==> src/hdl/mfut_pkg.sv <==
package mfut_pkg;

    // Encoder counts in one mechanical turn of the rotor
    localparam int PULSES_PER_TURN = 8192;

    // Result status codes
    localparam logic [1:0] ST_FRAME  = 2'd0;
    localparam logic [1:0] ST_IGNORE = 2'd1;
    localparam logic [1:0] ST_TICK   = 2'd2;

    // Input kinds carried in tuser
    localparam logic CMD_FRAME = 1'b0;
    localparam logic CMD_TICK  = 1'b1;

    // Configuration register indexes
    localparam logic [1:0] CFG_BASE_ID   = 2'd0;
    localparam logic [1:0] CFG_WRAP_THR  = 2'd1;
    localparam logic [1:0] CFG_TMO_LIMIT = 2'd2;

    localparam logic [10:0] BASE_ID_RST   = 11'd513;
    localparam logic [12:0] WRAP_THR_RST  = 13'd4096;
    localparam logic [7:0]  TMO_LIMIT_RST = 8'd10;

    typedef struct packed {
        logic [10:0] base_id;
        logic [12:0] wrap_thr;
        logic [7:0]  tmo_limit;
    } t_cfg;

    // One classified item as it waits in the queue
    typedef struct packed {
        logic [1:0]  kind;
        logic        motor;
        logic [15:0] pos;
        logic [15:0] vel;
        logic [15:0] cur;
        logic [15:0] temp;
    } t_item;

    typedef struct packed {
        logic full;
        logic empty;
    } t_q_stat;

endpackage

==> src/hdl/mfut_front.sv <==
module mfut_front (
    input  logic                i_clk,
    input  logic                i_rst_n,
    input  mfut_pkg::t_cfg      i_cfg,
    input  logic                s_axis_tvalid,
    output logic                s_axis_tready,
    input  logic [79:0]         s_axis_tdata,
    input  logic                s_axis_tuser,
    input  mfut_pkg::t_q_stat   i_q_stat,
    output logic                o_q_push,
    output mfut_pkg::t_item     o_q_item
);
    import mfut_pkg::*;

    logic        r_vld;
    t_item       r_item;
    t_item       n_item;
    logic [10:0] fid;
    logic [11:0] id_lo;
    logic [11:0] id_hi;
    logic        hit_lo;
    logic        hit_hi;

    assign fid    = s_axis_tdata[10:0];
    assign id_lo  = {1'b0, i_cfg.base_id};
    assign id_hi  = id_lo + 12'd1;
    assign hit_lo = ({1'b0, fid} == id_lo);
    assign hit_hi = ({1'b0, fid} == id_hi);

    assign o_q_push      = r_vld && !i_q_stat.full;
    assign s_axis_tready = !r_vld || !i_q_stat.full;
    assign o_q_item      = r_item;

    // Classify and split the payload into words, high byte first
    always_comb begin
        n_item.pos   = {s_axis_tdata[18:11], s_axis_tdata[26:19]};
        n_item.vel   = {s_axis_tdata[34:27], s_axis_tdata[42:35]};
        n_item.cur   = {s_axis_tdata[50:43], s_axis_tdata[58:51]};
        n_item.temp  = {s_axis_tdata[66:59], s_axis_tdata[74:67]};
        n_item.motor = !hit_lo;
        if (s_axis_tuser == CMD_TICK) begin
            n_item.kind = ST_TICK;
        end else if (hit_lo || hit_hi) begin
            n_item.kind = ST_FRAME;
        end else begin
            n_item.kind = ST_IGNORE;
        end
    end

    always_ff @(posedge i_clk) begin
        if (!i_rst_n) begin
            r_vld <= 1'b0;
        end else if (s_axis_tready) begin
            r_vld <= s_axis_tvalid;
        end
    end

    always_ff @(posedge i_clk) begin
        if (s_axis_tvalid && s_axis_tready) begin
            r_item <= n_item;
        end
    end

endmodule

==> src/hdl/mfut_queue.sv <==
module mfut_queue (
    input  logic                i_clk,
    input  logic                i_rst_n,
    input  logic                i_push,
    input  mfut_pkg::t_item     i_item,
    input  logic                i_pop,
    output mfut_pkg::t_item     o_item,
    output mfut_pkg::t_q_stat   o_stat
);
    import mfut_pkg::*;

    t_item       r_mem [2];
    logic        r_wr_ptr;
    logic        r_rd_ptr;
    logic [1:0]  r_count;
    logic [1:0]  n_count;

    assign o_stat.full  = (r_count == 2'd2);
    assign o_stat.empty = (r_count == 2'd0);
    assign o_item       = r_mem[r_rd_ptr];

    always_comb begin
        n_count = r_count;
        if (i_push && !i_pop) begin
            n_count = r_count + 2'd1;
        end else if (!i_push && i_pop) begin
            n_count = r_count - 2'd1;
        end
    end

    always_ff @(posedge i_clk) begin
        if (!i_rst_n) begin
            r_wr_ptr <= 1'b0;
            r_rd_ptr <= 1'b0;
            r_count  <= 2'd0;
        end else begin
            r_count <= n_count;
            if (i_push) begin
                r_wr_ptr <= !r_wr_ptr;
            end
            if (i_pop) begin
                r_rd_ptr <= !r_rd_ptr;
            end
        end
    end

    always_ff @(posedge i_clk) begin
        if (i_push) begin
            r_mem[r_wr_ptr] <= i_item;
        end
    end

endmodule

==> src/hdl/mfut_back.sv <==
module mfut_back (
    input  logic                i_clk,
    input  logic                i_rst_n,
    input  mfut_pkg::t_cfg      i_cfg,
    input  mfut_pkg::t_q_stat   i_q_stat,
    input  mfut_pkg::t_item     i_q_item,
    output logic                o_q_pop,
    output logic                m_axis_tvalid,
    input  logic                m_axis_tready,
    output logic [135:0]        m_axis_tdata,
    output logic [1:0]          m_axis_tuser
);
    import mfut_pkg::*;

    // Per-motor state
    logic [15:0] r_turn [2];
    logic [15:0] r_last [2];
    logic [15:0] r_zero [2];
    logic [1:0]  r_latched;
    logic [7:0]  r_silence [2];
    logic [1:0]  r_tmo;

    // Update stage
    logic               r_a_vld;
    logic [1:0]         r_a_kind;
    logic               r_a_motor;
    logic signed [29:0] r_a_acc;
    logic [15:0]        r_a_vel;
    logic [15:0]        r_a_cur;
    logic [15:0]        r_a_temp;
    logic [1:0]         r_a_tmo;

    // Output stage
    logic               r_o_vld;
    logic [1:0]         r_o_kind;
    logic               r_o_motor;
    logic [29:0]        r_o_acc;
    logic [29:0]        r_o_angle;
    logic [15:0]        r_o_vel;
    logic [15:0]        r_o_cur;
    logic [19:0]        r_o_torque;
    logic [15:0]        r_o_temp;
    logic [1:0]         r_o_tmo;

    logic               o_free;
    logic               a_ready;
    logic               m;
    logic               is_frame;
    logic               is_tick;
    logic [15:0]        last_eff;
    logic [15:0]        zero_eff;
    logic signed [16:0] diff;
    logic signed [17:0] thr;
    logic [15:0]        n_turn;
    logic signed [47:0] acc_full;
    logic [7:0]         n_sil [2];
    logic [1:0]         n_tmo;
    logic signed [36:0] prod;
    logic signed [19:0] torque;

    assign o_free  = !r_o_vld || m_axis_tready;
    assign a_ready = !r_a_vld || o_free;
    assign o_q_pop = !i_q_stat.empty && a_ready;

    assign m        = i_q_item.motor;
    assign is_frame = (i_q_item.kind == ST_FRAME);
    assign is_tick  = (i_q_item.kind == ST_TICK);
    assign last_eff = r_latched[m] ? r_last[m] : i_q_item.pos;
    assign zero_eff = r_latched[m] ? r_zero[m] : i_q_item.pos;
    assign diff     = 17'($signed(i_q_item.pos)) - 17'($signed(last_eff));
    assign thr      = $signed({5'd0, i_cfg.wrap_thr});

    // Step the turn count on a wrap of the single-turn position
    always_comb begin
        n_turn = r_turn[m];
        if (18'(diff) > thr) begin
            n_turn = r_turn[m] - 16'd1;
        end else if (-18'(diff) > thr) begin
            n_turn = r_turn[m] + 16'd1;
        end
    end

    assign acc_full = 48'($signed(n_turn)) * 48'(PULSES_PER_TURN)
                    + 48'($signed(i_q_item.pos)) - 48'($signed(zero_eff));

    always_comb begin
        for (int j = 0; j < 2; j++) begin
            n_sil[j] = (r_silence[j] == 8'hFF) ? 8'hFF : r_silence[j] + 8'd1;
            n_tmo[j] = r_tmo[j] || (n_sil[j] >= i_cfg.tmo_limit);
        end
    end

    always_ff @(posedge i_clk) begin
        if (!i_rst_n) begin
            for (int j = 0; j < 2; j++) begin
                r_turn[j]    <= '0;
                r_last[j]    <= '0;
                r_zero[j]    <= '0;
                r_silence[j] <= '0;
            end
            r_latched <= '0;
            r_tmo     <= '0;
        end else if (o_q_pop) begin
            if (is_tick) begin
                r_silence[0] <= n_sil[0];
                r_silence[1] <= n_sil[1];
                r_tmo        <= n_tmo;
            end else if (is_frame) begin
                r_silence[m] <= '0;
                r_tmo[m]     <= 1'b0;
                r_latched[m] <= 1'b1;
                r_zero[m]    <= zero_eff;
                r_last[m]    <= i_q_item.pos;
                r_turn[m]    <= n_turn;
            end
        end
    end

    always_ff @(posedge i_clk) begin
        if (!i_rst_n) begin
            r_a_vld <= 1'b0;
        end else if (a_ready) begin
            r_a_vld <= o_q_pop;
        end
    end

    // Register the item, zero payload unless a frame, and the timeout flags after its update
    always_ff @(posedge i_clk) begin
        if (o_q_pop) begin
            r_a_kind  <= i_q_item.kind;
            r_a_motor <= is_frame && m;
            r_a_acc   <= is_frame ? acc_full[29:0] : '0;
            r_a_vel   <= is_frame ? i_q_item.vel : '0;
            r_a_cur   <= is_frame ? i_q_item.cur : '0;
            r_a_temp  <= is_frame ? i_q_item.temp : '0;
            if (is_tick) begin
                r_a_tmo <= n_tmo;
            end else if (is_frame) begin
                r_a_tmo <= m ? {1'b0, r_tmo[0]} : {r_tmo[1], 1'b0};
            end else begin
                r_a_tmo <= r_tmo;
            end
        end
    end

    assign prod   = 37'(r_a_acc) * 37'sd75;
    assign torque = (20'($signed(r_a_cur)) <<< 3) + (20'($signed(r_a_cur)) <<< 2);

    always_ff @(posedge i_clk) begin
        if (!i_rst_n) begin
            r_o_vld <= 1'b0;
        end else if (o_free) begin
            r_o_vld <= r_a_vld;
        end
    end

    // Floor of acc*75/128 is the arithmetic shift of the product
    always_ff @(posedge i_clk) begin
        if (r_a_vld && o_free) begin
            r_o_kind   <= r_a_kind;
            r_o_motor  <= r_a_motor;
            r_o_acc    <= r_a_acc;
            r_o_angle  <= prod[36:7];
            r_o_vel    <= r_a_vel;
            r_o_cur    <= r_a_cur;
            r_o_torque <= torque;
            r_o_temp   <= r_a_temp;
            r_o_tmo    <= r_a_tmo;
        end
    end

    assign m_axis_tvalid = r_o_vld;
    assign m_axis_tuser  = r_o_kind;
    assign m_axis_tdata  = {5'd0, r_o_tmo[1], r_o_tmo[0], r_o_temp, r_o_torque,
                            r_o_cur, r_o_vel, r_o_angle, r_o_acc, r_o_motor};

endmodule

==> src/hdl/motor_feedback_unwrap_timeout.sv <==
// Feedback tracker for two motors on one bus. Each input item is either a
// feedback frame (tuser 0) with an identifier and eight data bytes, or a
// monitor tick (tuser 1); every item gives exactly one result item. A frame
// whose identifier equals base_id feeds motor zero and base_id + 1 feeds motor
// one; any other identifier is reported as ignored with zero payload. The
// first frame of a motor sets its zero position; later position jumps beyond
// wrap_threshold step a 16-bit turn count, from which the accumulated pulse
// count and the angle in degrees (Q8) are derived, and the torque (Q15)
// from the current. A tick advances each motor's silence counter and raises
// its timeout flag once the count reaches timeout_limit; a frame clears its
// motor's flag. The block takes one item per clock unless the queue is full:
// the front registers and classifies items, a two-entry queue decouples it
// from the back, where the per-motor state update and the angle multiply sit
// in two register stages. Write the configuration only while no item is in
// flight.
module motor_feedback_unwrap_timeout (
    input  logic         i_clk,
    input  logic         i_rst_n,
    // configuration writes
    input  logic         i_cfg_valid,
    output logic         o_cfg_ready,
    input  logic [1:0]   i_cfg_index,
    input  logic [12:0]  i_cfg_data,
    // input items
    input  logic         s_axis_tvalid,
    output logic         s_axis_tready,
    // frame_id, byte_0, byte_1, byte_2, byte_3, byte_4, byte_5, byte_6, byte_7
    input  logic [79:0]  s_axis_tdata,
    // command
    input  logic         s_axis_tuser,
    // result items
    output logic         m_axis_tvalid,
    input  logic         m_axis_tready,
    // motor_index, accumulated_pulse, angle_deg_q8, velocity, current,
    // torque_q15, temperature, timeout_motor0, timeout_motor1
    output logic [135:0] m_axis_tdata,
    // status
    output logic [1:0]   m_axis_tuser
);
    import mfut_pkg::*;

    t_cfg    r_cfg;
    t_item   front_item;
    t_item   q_item;
    t_q_stat q_stat;
    logic    q_push;
    logic    q_pop;

    // Always take configuration writes; ignore unknown indexes
    assign o_cfg_ready = 1'b1;

    always_ff @(posedge i_clk) begin
        if (!i_rst_n) begin
            r_cfg.base_id   <= BASE_ID_RST;
            r_cfg.wrap_thr  <= WRAP_THR_RST;
            r_cfg.tmo_limit <= TMO_LIMIT_RST;
        end else if (i_cfg_valid) begin
            case (i_cfg_index)
                CFG_BASE_ID:   r_cfg.base_id   <= i_cfg_data[10:0];
                CFG_WRAP_THR:  r_cfg.wrap_thr  <= i_cfg_data;
                CFG_TMO_LIMIT: r_cfg.tmo_limit <= i_cfg_data[7:0];
                default: ;
            endcase
        end
    end

    // Accept and classify
    mfut_front u_front (
        .i_clk         (i_clk),
        .i_rst_n       (i_rst_n),
        .i_cfg         (r_cfg),
        .s_axis_tvalid (s_axis_tvalid),
        .s_axis_tready (s_axis_tready),
        .s_axis_tdata  (s_axis_tdata),
        .s_axis_tuser  (s_axis_tuser),
        .i_q_stat      (q_stat),
        .o_q_push      (q_push),
        .o_q_item      (front_item)
    );

    // Hold up to two classified items between the two sides
    mfut_queue u_queue (
        .i_clk   (i_clk),
        .i_rst_n (i_rst_n),
        .i_push  (q_push),
        .i_item  (front_item),
        .i_pop   (q_pop),
        .o_item  (q_item),
        .o_stat  (q_stat)
    );

    // Update motor state and build results
    mfut_back u_back (
        .i_clk         (i_clk),
        .i_rst_n       (i_rst_n),
        .i_cfg         (r_cfg),
        .i_q_stat      (q_stat),
        .i_q_item      (q_item),
        .o_q_pop       (q_pop),
        .m_axis_tvalid (m_axis_tvalid),
        .m_axis_tready (m_axis_tready),
        .m_axis_tdata  (m_axis_tdata),
        .m_axis_tuser  (m_axis_tuser)
    );

endmodule

==> config.mk <==
export PLATFORM = sky130hd
export DESIGN_NAME = motor_feedback_unwrap_timeout
export DESIGN_NICKNAME = d
export VERILOG_FILES = /design/src/hdl/mfut_pkg.sv /design/src/hdl/mfut_front.sv /design/src/hdl/mfut_queue.sv /design/src/hdl/mfut_back.sv /design/src/hdl/motor_feedback_unwrap_timeout.sv
export SDC_FILE = /design/constraint.sdc
export NUM_CORES = 1
export LEC_CHECK = 0
export BUFFER_PORTS_ARGS = -buffer_cell sky130_fd_sc_hd__buf_2
export CORE_AREA = 2 2 241 243
export CTS_CLUSTER_SIZE = 20
export DETAILED_ROUTE_END_ITERATION = 6
export DIE_AREA = 0 0 243 245
export GPL_TIMING_DRIVEN = 0
export PLACE_DENSITY_LB_ADDON = 0.05
export SLEW_MARGIN = 20
export SYNTH_ARGS = -nofsm -noshare
export SYNTH_HDL_FRONTEND = slang
export SYNTH_SLANG_ARGS = --single-unit
==> constraint.sdc <==
create_clock -name i_clk -period 12.6 [get_ports i_clk]
set_input_delay 1.89 -clock i_clk [delete_from_list [all_inputs] [get_ports i_clk]]
set_output_delay 1.89 -clock i_clk [all_outputs]
set_load 0.05 [all_outputs]
==> summary.md, run 1 <==
| Metric | Value |
|---|---|
| Commonest cells after routing, fill and taps aside | `edfxtp_1 (509), nor2_1 (267), inv_1 (254), nand2_1 (242), buf_2 (228)` |
| Share of the synthesized area in the top cell type | `50.95%` |
| Die footprint | `59540 sq um` |
| Slew HR | `32.11%` |
| Site Rows | `88` |
| Count of boundary I/O pins | `242` |
| Buffer type at the clock tree root | `clkbuf_16` |
| Layout Cell Area excl Fill | `34690 sq um` |
| Number of buffers created by CTS | `61` |
| Tcrit/Tclk final | `93.34%` |
| Syn_area_per_cell | `11.85 sq um` |
| Setup Buffers After CTS | `0` |
| Run status | `finished clean` |
| First-pass GRT wire length | `105200 microns` |
| Number of max-cap violations | `0` |
| Async SR Flop Fraction | `0%` |
| Class of the worst hold path | `flop to flop` |
| Syn. warnings | `0` |
| Flops & latches, synth | `569` |
| Number of enable flip-flop cells after synthesis | `509` |
| Total Nets Final | `3237` |
| Cell type group with the largest total delay on the critical path | `compound AO/OA/AOI/OAI gates` |
| Category of the most critical setup path | `flop to flop` |
| Netlist area before placement | `30000 sq um` |
| Post-Synthesis Cells | `2532` |
| # hold bufs at CTS | `0` |
| Die Y-Extent | `245 microns` |
| Area overhead of the layout relative to synthesis | `15.62%` |
| Placed wire-length estimate after detailed placement | `49670 microns` |
| Number of buffers on the longest clock path | `3` |
| Ratio of cells with drive above 1 in the final layout | `14.18%` |
| Register clock-pin slew on the reported worst setup and hold paths | `60 ps` |
| Crit start category | `flop` |
| Clock latency on the worst-skew pair | `650 ps` |
| Sequential-to-total area share from yosys stat | `54.95%` |
| Dominant register cell in the synthesized netlist | `edfxtp_1` |
| Unrepaired setup endpoints after global routing | `no` |
| Worst clock skew | `37.33 ps` |
| Achievable frequency | `0.08502 GHz` |
| Via density | `5.393` |
| Minimum clock period | `11760 ps` |
| Initial cell density of the core | `52.60%` |
| Violation count after the first detailed-routing iteration | `1254` |
| Final hold violations | `0` |
| CP required | `12960 ps` |
| Number of setup violations in the final report | `0` |
| Data arrival at the endpoint of the critical path | `12120 ps` |
| Slew Limit Fails | `0` |
| Pin count of the biggest net entering global routing | `49` |
| Register-to-Register Path Depth | `40` |
| Capture point of the worst reg-to-reg path | `u_back.r_a_acc[29]` |
| Total number of H-tree levels | `2` |
| Final wirelength | `66670 microns` |
| Number of iterations in the first detailed-routing pass | `5` |
| CTS tree | `done` |
| Die width | `243 microns` |
| Grt total ovfl | `0` |
| Placed Area | `32570 sq um` |
| Routed len/inst | `18.23 microns` |
| Cell occurring most often along the worst timing path | `nor2_1` |
| Vias | `19720` |
| Leading cell type in the layout, fill and taps excluded | `edfxtp_1` |
| Number of global-route vias before repair | `19820` |
| CP max-delay cell | `mux2i_1` |
| Placer Congestion | `0.9051` |
| Stages on the worst setup path | `40` |
| Floorplan core area | `57030 sq um` |
| Buffer and inverter count on the worst path | `6` |
| Worst-margin pin slew | `990.1 ps` |
| Area contributors post-synth | `edfxtp_1 (51%), ha_1 (9.1%), fa_1 (5.0%), dfxtp_1 (4.0%), nor2_1 (3.4%)` |
| Sinks on Clock Net | `569` |
| GR Util All Layers | `22.46%` |
| Detail Route Antenna Nets | `0` |
| Remaining routing DRC violations | `0` |
| Number of fill cells | `4661` |
| Count of different cell masters after synthesis | `84` |
| Crit Path Max Fanout | `10` |
| Area of all sequential standard cells | `16490 sq um` |
| Dominant cell type by area after synthesis | `edfxtp_1` |
| Number of antenna violations at the first check in global routing | `6` |
| Worst setup path endpoint | `u_back.r_a_acc[29]` |
| R2R Setup Slk | `840 ps` |
| Multi-input gate area | `12300 sq um` |
| Total of cells resized after clock tree synthesis | `0` |
| Capturing element type of the critical path | `flop` |
| Quantity of I/O buffers inserted on ports | `226` |
| CP peak stage delay | `750 ps` |
## sequential cells by signal (all words and copies together) (netlist names), 15 cells and up, named ones only
name,flops
r_cfg,32
u_back.r_a_acc,30
u_back.r_a_cur,16
u_back.r_a_temp,16
u_back.r_a_vel,16
u_back.r_last,32
u_back.r_o_acc,30
u_back.r_o_angle,30
u_back.r_o_cur,15
u_back.r_o_temp,16
u_back.r_o_torque,17
u_back.r_o_vel,16
u_back.r_silence,16
u_back.r_turn,32
u_back.r_zero,32
u_front.o_q_item,67
u_queue.r_mem,134
## synth_stat cells (10+ instances only)
| cell type | count |
|---|---|
| a21boi_0 | 29 |
| a21o_1 | 36 |
| a21oi_1 | 83 |
| a22oi_1 | 16 |
| a31o_2 | 18 |
| a31oi_1 | 30 |
| and2_1 | 27 |
| and3_1 | 21 |
| buf_1 | 11 |
| buf_4 | 12 |
| clkbuf_1 | 50 |
| dfxtp_1 | 60 |
| edfxtp_1 | 509 |
| fa_1 | 75 |
| ha_1 | 217 |
| inv_1 | 254 |
| mux2i_1 | 89 |
| nand2_1 | 243 |
| nand2b_1 | 19 |
| nand3_1 | 40 |
| nand4_1 | 17 |
| nor2_1 | 268 |
| nor2b_1 | 22 |
| nor3_1 | 42 |
| nor4_1 | 10 |
| o211ai_1 | 10 |
| o21a_1 | 25 |
| o21ai_0 | 52 |
| or3_1 | 10 |
| xnor2_1 | 70 |
| xor2_1 | 35 |
## routing by layer
layer | global-route usage (%) | vias to the layer above | share of wire [%]
met3 | 3.455 | 100 | 4.7
li1 | - | 9631 | -
met4 | 6.315 | 8 | 2.1
met2 | 38.48 | 421 | 49
met1 | 29.79 | 9562 | 44
met5 | 0 | - | 0.057
## cells by family after synthesis
family                     share of synthesized area (%)
xor gates and xnor gates                           3.120
muxes                                              3.341
and+or+nand+nor                                    11.43
buffers and inverters                              4.312
adders and majority gates                          14.06
DFF                                                54.95
other                                            0.02503
AOI/OAI and AO/OA                                  8.763
## cell type report
class / instances / area share, %
Sequential cell: 569 / 47.53
Clock buffer: 70 / 4.527
Clock inverter: 40 / 1.576
Timing Repair Buffer: 243 / 4.415
Multi-Input combinational cell: 1639 / 35.46
Tap cell: 765 / 2.760
Inverter: 254 / 2.749
Buffer: 76 / 0.9812
Antenna cell: 1 / 0.007214
## stage by stage
step | hold slack, ps | TNS, ps | setup slack [ps] | cells | utilization (%)
6_report | 416.4 | 0 | 838.6 | 3657 | 60.82
5_1_grt | 422.9 | 0 | 163.4 | 3657 | 60.82
4_1_cts | 418.7 | 0 | 906.7 | 3656 | 60.81
3_5_place_dp | 404.5 | 0 | 963.7 | 3546 | 57.10
3_3_place_gp | 403.1 | -288250 | -4426 | 3529 | 56.30
2_1_floorplan | 400.3 | 0 | 1491 | 2538 | -
## worst min-delay path by stage
| stage | startpoint | end | depth (start not counted) |
|---|---|---|---|
| after detailed placement | u_back.r_a_temp[6] | u_back.r_o_temp[6] | 0 |
| final | u_back.r_a_vel[14] | u_back.r_o_vel[14] | 0 |
| after global placement | u_back.r_a_temp[12] | u_back.r_o_temp[12] | 0 |
| after global routing | u_back.r_a_vel[14] | u_back.r_o_vel[14] | 0 |
| after CTS | u_back.r_a_vel[12] | u_back.r_o_vel[12] | 0 |
| after floorplan | u_back.r_a_kind[0] | u_back.m_axis_tuser[0] | 0 |
## worst reg2reg max path: cells and delay by family, from the launching register on
family / cells / cell delay [ps]
muxes: 2 / 990
AOI/OAI and AO/OA: 12 / 2960
buffers and inverters: 6 / 2270
and+or+nand+nor: 12 / 2480
adders and majority gates: 5 / 1790
DFF: 1 / 300
xor gates and xnor gates: 3 / 680
Power of run 1 is not shown: default switching activity piles up to over one toggle a cycle in this logic, so the estimate is an artifact.
==> run 2: changes to the inputs <==
--- a/config.mk
+++ b/config.mk
@@ -6,10 +6,10 @@
 export NUM_CORES = 1
 export LEC_CHECK = 0
 export BUFFER_PORTS_ARGS = -buffer_cell sky130_fd_sc_hd__buf_2
-export CORE_AREA = 2 2 241 243
+export CORE_AREA = 2 2 277 279
 export CTS_CLUSTER_SIZE = 20
 export DETAILED_ROUTE_END_ITERATION = 6
-export DIE_AREA = 0 0 243 245
+export DIE_AREA = 0 0 279 281
 export GPL_TIMING_DRIVEN = 0
 export PLACE_DENSITY_LB_ADDON = 0.05
 export SLEW_MARGIN = 20
==> summary.md, run 2 (synthesis results as in run 1) <==
| Metric | Value |
|---|---|
| Slew Limit Fails | `0` |
| Number of buffers on the longest clock path | `3` |
| Tcrit/Tclk final | `93.13%` |
| CP required | `12920 ps` |
| Commonest cells after routing, fill and taps aside | `edfxtp_1 (509), nor2_1 (267), inv_1 (254), nand2_1 (242), buf_2 (228)` |
| Die Y-Extent | `281 microns` |
| Crit Path Max Fanout | `10` |
| Worst clock skew | `50.85 ps` |
| Register-to-Register Path Depth | `36` |
| CTS tree | `done` |
| GR Layer Usage met1 | `23.41%` |
| Number of antenna violations at the first check in global routing | `8` |
| Class of the worst hold path | `flop to flop` |
| Total Nets Final | `3248` |
| Placed wire-length estimate after detailed placement | `54170 microns` |
| Via density | `5.060` |
| Grt total ovfl | `0` |
| Pin count of the biggest net entering global routing | `47` |
| Final hold violations | `0` |
| Minimum clock period | `11730 ps` |
| Number of max-cap violations | `0` |
| Category of the most critical setup path | `flop to flop` |
| Register clock-pin slew on the reported worst setup and hold paths | `60 ps` |
| Number of cells on the worst hold path | `0` |
| Placer Congestion | `0.8934` |
| Detail Route Antenna Nets | `0` |
| Count of boundary I/O pins | `242` |
| Number of fill cells | `6935` |
| Number of global-route vias before repair | `20060` |
| Run status | `finished clean` |
| Global-route met3 utilization | `3.641%` |
| Largest register FFs | `134` |
| CP max-delay cell | `mux2i_2` |
| Initial cell density of the core | `39.76%` |
| R2R Setup Slk | `870 ps` |
| Vias | `19680` |
| Worst-margin pin slew | `1057 ps` |
| GR Util All Layers | `18.45%` |
| Crit start category | `flop` |
| Violation count after the first detailed-routing iteration | `1107` |
| Data arrival at the endpoint of the critical path | `12060 ps` |
| Capture point of the worst reg-to-reg path | `u_back.r_a_acc[29]` |
| Capturing element type of the critical path | `flop` |
| Leading cell type in the layout, fill and taps excluded | `edfxtp_1` |
| Die width | `279 microns` |
| Number of buffers created by CTS | `68` |
| Final wirelength | `71730 microns` |
| Total number of H-tree levels | `3` |
| Number of iterations in the first detailed-routing pass | `5` |
| Area overhead of the layout relative to synthesis | `16.89%` |
| Setup Buffers After CTS | `0` |
| Slew HR | `27.54%` |
| Site Rows | `101` |
| Number of setup violations in the final report | `0` |
| Buffer type at the clock tree root | `clkbuf_16` |
| Die footprint | `78400 sq um` |
| Quantity of I/O buffers inserted on ports | `226` |
| Routed len/inst | `18.45 microns` |
| Biggest register | `u_queue.r_mem` |
| Remaining routing DRC violations | `0` |
| Hold endpoint | `u_back.r_o_vel[9]` |
| Ratio of cells with drive above 1 in the final layout | `14.07%` |
| Floorplan core area | `75440 sq um` |
| Unrepaired setup endpoints after global routing | `no` |
| First-pass GRT wire length | `111500 microns` |
| CP peak stage delay | `770 ps` |
| Achievable frequency | `0.08522 GHz` |
| Clock latency on the worst-skew pair | `630 ps` |
| Total Neg Setup Slack | `0 ps` |
| Hold wc startpoint | `u_back.r_a_vel[9]` |
| Global-route met2 utilization | `31.89%` |
| Most heavily used metal layer in global routing | `met2` |
| Sinks on Clock Net | `569` |
-- run 2: critical path, delay by kind of cell, from the launching register on --
| kind | cells | cell delay [ps] |
|---|---|---|
| AO/OA/AOI/OAI | 16 | 5240 |
| XOR/XNOR | 2 | 370 |
| adder cells (fa/ha/maj) | 4 | 1370 |
| buffers and inverters | 4 | 1280 |
| flip-flops | 1 | 320 |
| multiplexers | 1 | 770 |
| AND/OR/NAND/NOR | 9 | 2050 |
-- run 2: per-stage QoR --
step                      worst slack (ps)  std cells  hold WS (ps)  instance area (sq um)  utilization (%)
after floorplan                       1491       2538         400.3                  30020                -
after global placement               -5612       3742         402.5                  32380            42.92
after detailed placement             701.0       3764         404.5                  32940            43.66
after CTS                            616.9       3886         412.6                  35060            46.47
after global routing                 50.39       3886         420.7                  35060            46.47
final                                865.2       3888         414.6                  35070            46.48
-- run 2: worst max-delay path by stage --
| stage | start | slack [ps] | endpoint |
|---|---|---|---|
| after floorplan | m_axis_tready | 1490 | u_back.r_last[0][0] |
| after global placement | m_axis_tready | -5610 | u_back.r_turn[0][4] |
| after detailed placement | flop | 700 | u_back.r_a_acc[29] |
| after CTS | flop | 620 | u_back.r_a_acc[29] |
| after global routing | flop | 50 | u_back.r_a_acc[29] |
| final | flop | 870 | u_back.r_a_acc[29] |
-- run 2: timing repair --
action | CTS | global route
endpoints found under the setup margin | 0 | 2
gates resized for setup | 0 | 2
hold buffers | 0 | 0
-- run 2: area by class of cell --
| cell class | instances | area, sq um | share of cell area (%) |
|---|---|---|---|
| clock inverter | 41 | 351.6 | 1.003 |
| sequential | 569 | 16490 | 47.01 |
| tap | 978 | 1224 | 3.489 |
| buffer | 75 | 337.8 | 0.9634 |
| inverter | 254 | 953.4 | 2.719 |
| multi-input combinational | 1639 | 12300 | 35.07 |
| clock buffer | 81 | 1770 | 5.049 |
| antenna | 3 | 7.507 | 0.02141 |
| timing repair buffer | 248 | 1639 | 4.674 |
-- run 2: routing by layer --
layer | share of wire (%) | vias up
met5 | 0.088 | -
met4 | 2.3 | 10
met3 | 5.3 | 100
met2 | 49 | 402
met1 | 44 | 9508
li1 | - | 9655
Power of run 2 is left out for the same reason.
==> run 3: changes to the inputs <==
--- a/config.mk
+++ b/config.mk
@@ -5,11 +5,12 @@
 export SDC_FILE = /design/constraint.sdc
 export NUM_CORES = 1
 export LEC_CHECK = 0
+export ABC_AREA = 1
 export BUFFER_PORTS_ARGS = -buffer_cell sky130_fd_sc_hd__buf_2
-export CORE_AREA = 2 2 277 279
+export CORE_AREA = 2 2 278 280
 export CTS_CLUSTER_SIZE = 20
 export DETAILED_ROUTE_END_ITERATION = 6
-export DIE_AREA = 0 0 279 281
+export DIE_AREA = 0 0 280 282
 export GPL_TIMING_DRIVEN = 0
 export PLACE_DENSITY_LB_ADDON = 0.05
 export SLEW_MARGIN = 20
==> summary.md, run 3 <==
| Metric | Value |
|---|---|
| Remaining routing DRC violations | `0` |
| Detail Route Antenna Nets | `0` |
| Hold wc startpoint | `u_back.r_a_vel[3]` |
| Hold endpoint | `u_back.r_o_vel[3]` |
| First-pass GRT wire length | `112900 microns` |
| Site Rows | `101` |
| Count of different cell masters after synthesis | `57` |
| Die Y-Extent | `282 microns` |
| Number of setup violations in the final report | `0` |
| Category of the most critical setup path | `flop to flop` |
| Cell occurring most often along the worst timing path | `nand2_1` |
| Syn. warnings | `0` |
| Share of the synthesized area in the top cell type | `50.74%` |
| Quantity of I/O buffers inserted on ports | `228` |
| Total Neg Setup Slack | `0 ps` |
| Pin count of the biggest net entering global routing | `72` |
| Worst-margin pin slew | `978.7 ps` |
| Number of cells on the worst hold path | `0` |
| Dominant cell type by area after synthesis | `edfxtp_1` |
| Number of max-cap violations | `0` |
| Register clock-pin slew on the reported worst setup and hold paths | `60 ps` |
| Worst clock skew | `37.88 ps` |
| Clock latency on the worst-skew pair | `630 ps` |
| Slew Limit Fails | `0` |
| Minimum clock period | `9922 ps` |
| Post-Synthesis Cells | `2870` |
| Largest register FFs | `134` |
| Number of global-route vias before repair | `20970` |
| Tightest hold margin | `416.8 ps` |
| Die footprint | `78960 sq um` |
| Biggest register | `u_queue.r_mem` |
| Register-to-Register Path Depth | `53` |
| Setup Buffers After CTS | `0` |
| Least setup slack across all paths after layout | `2678 ps` |
| Data arrival at the endpoint of the critical path | `10370 ps` |
| Dominant register cell in the synthesized netlist | `edfxtp_1` |
| Number of buffers on the longest clock path | `3` |
| Leading cell type in the layout, fill and taps excluded | `edfxtp_1` |
| Achievable frequency | `0.1008 GHz` |
| CP max-delay cell | `clkbuf_1` |
| Grt total ovfl | `0` |
| R2R Setup Slk | `2680 ps` |
| Tcrit/Tclk final | `78.74%` |
| Sequential-to-total area share from yosys stat | `54.73%` |
| Vias | `20740` |
| Violation count after the first detailed-routing iteration | `961` |
| Unrepaired setup endpoints after global routing | `no` |
| CTS tree | `done` |
| Number of standard cells in the final layout excluding fillers | `4223` |
| Flops & latches, synth | `569` |
| Placer Congestion | `0.8808` |
| Worst-case setup slack after placement | `2712 ps` |
| Final hold violations | `0` |
| Buffer and inverter count on the worst path | `12` |
| Number of buffers created by CTS | `67` |
| Total of cells resized after clock tree synthesis | `0` |
| Syn_area_per_cell | `10.50 sq um` |
| Floorplan core area | `75700 sq um` |
| CP required | `13050 ps` |
| Total number of H-tree levels | `3` |
| Number of antenna violations at the first check in global routing | `17` |
| Commonest cells after routing, fill and taps aside | `edfxtp_1 (509), nand2_1 (457), inv_1 (410), nor2_1 (270), a21oi_1 (236)` |
| CP peak stage delay | `680 ps` |
| Placed Cells incl. Taps | `4097` |
| Via density | `4.910` |
| Netlist area before placement | `30120 sq um` |
| Synth cell count leaders | `edfxtp_1 (509), nand2_1 (459), inv_1 (412)` |
| Sinks on Clock Net | `569` |
| Routed len/inst | `17.00 microns` |
| Crit start category | `flop` |
| Area contributors post-synth | `edfxtp_1 (51%), ha_1 (9.0%), nand2_1 (5.7%), inv_1 (5.1%), fa_1 (5.0%)` |
| Count of boundary I/O pins | `242` |
| Count leader, synth | `edfxtp_1` |
| Class of the worst hold path | `flop to flop` |
| Placed wire-length estimate after detailed placement | `54270 microns` |
| Area overhead of the layout relative to synthesis | `16.69%` |
| Initial cell density of the core | `39.79%` |
| Run status | `finished clean` |
| Die width | `280 microns` |
| Crit Path Max Fanout | `10` |
| Number of enable flip-flop cells after synthesis | `509` |
| Capture point of the worst reg-to-reg path | `u_back.r_a_acc[27]` |
| Cell type group with the largest total delay on the critical path | `simple AND/OR/NAND/NOR gates` |
| Number of iterations in the first detailed-routing pass | `6` |
| Number of fill cells | `7149` |
| Ratio of cells with drive above 1 in the final layout | `13.89%` |
| Async SR Flop Fraction | `0%` |
| Total Nets Final | `3581` |
| Final wirelength | `71790 microns` |
| # hold bufs at CTS | `0` |
| Slew HR | `34.76%` |
| Capturing element type of the critical path | `flop` |
| Buffer type at the clock tree root | `clkbuf_16` |
| GR Util All Layers | `18.25%` |
==> run 3: how the worst max path moves through the flow <==
stage,end,slack [ps],cells past startpoint
floorplan,u_back.m_axis_tuser[0],3800,2
global placement,u_back.r_o_angle[26],210,3
detailed placement,u_back.r_a_acc[26],2710,53
CTS,u_back.r_a_acc[27],2640,53
global route,u_back.r_a_acc[27],1350,52
finish,u_back.r_a_acc[27],2680,53
==> run 3: cell type report <==
cell class	count	area [sq um]	share of cell area, %
Sequential cell	569	16490	46.90
Multi-Input combinational cell	1812	11780	33.52
Clock buffer	82	1744	4.962
Inverter	423	1598	4.546
Timing Repair Buffer	243	1486	4.229
Tap cell	978	1224	3.482
Clock inverter	39	471.7	1.342
Buffer	72	344.1	0.9790
Antenna cell	5	12.51	0.03560
==> run 3: through the flow <==
step	instance area, sq um	utilization (%)
floorplan	30140	-
global placement	32510	42.95
detailed placement	32910	43.48
CTS	35130	46.41
global route	35150	46.43
finish	35150	46.43
==> run 3: kinds of logic (layout without fill, tap and decap cells) <==
family          after synthesis  count (layout)  share of synthesized area [%]
mux                           2               2                        0.06646
compound gates              467             467                          8.569
xor+xnor                     80              80                          2.326
simple gates                963             963                          13.86
other cells                   2              13                        0.02493
fa+ha+maj                   292             292                          14.00
buf+inv                     495             859                          6.422
flops                       569             569                          54.73
==> run 3: worst register-to-register path, delay by kind of cell, from the launching register on <==
kind            cells  cell delay [ps]
flops               1              320
buf+inv            12             2640
fa+ha+maj           4             1460
simple gates       27             3370
xor+xnor            1              160
compound gates      9             1760
==> run 3: layer usage <==
metal	GRT usage, %	part of all wire [%]	up-vias
met5	0	0.18	-
met4	5.745	2.8	20
met3	3.571	4.1	123
met2	31.59	49	356
met1	22.99	44	9887
li1	-	-	10350
Power of run 3 is left out for the same reason.
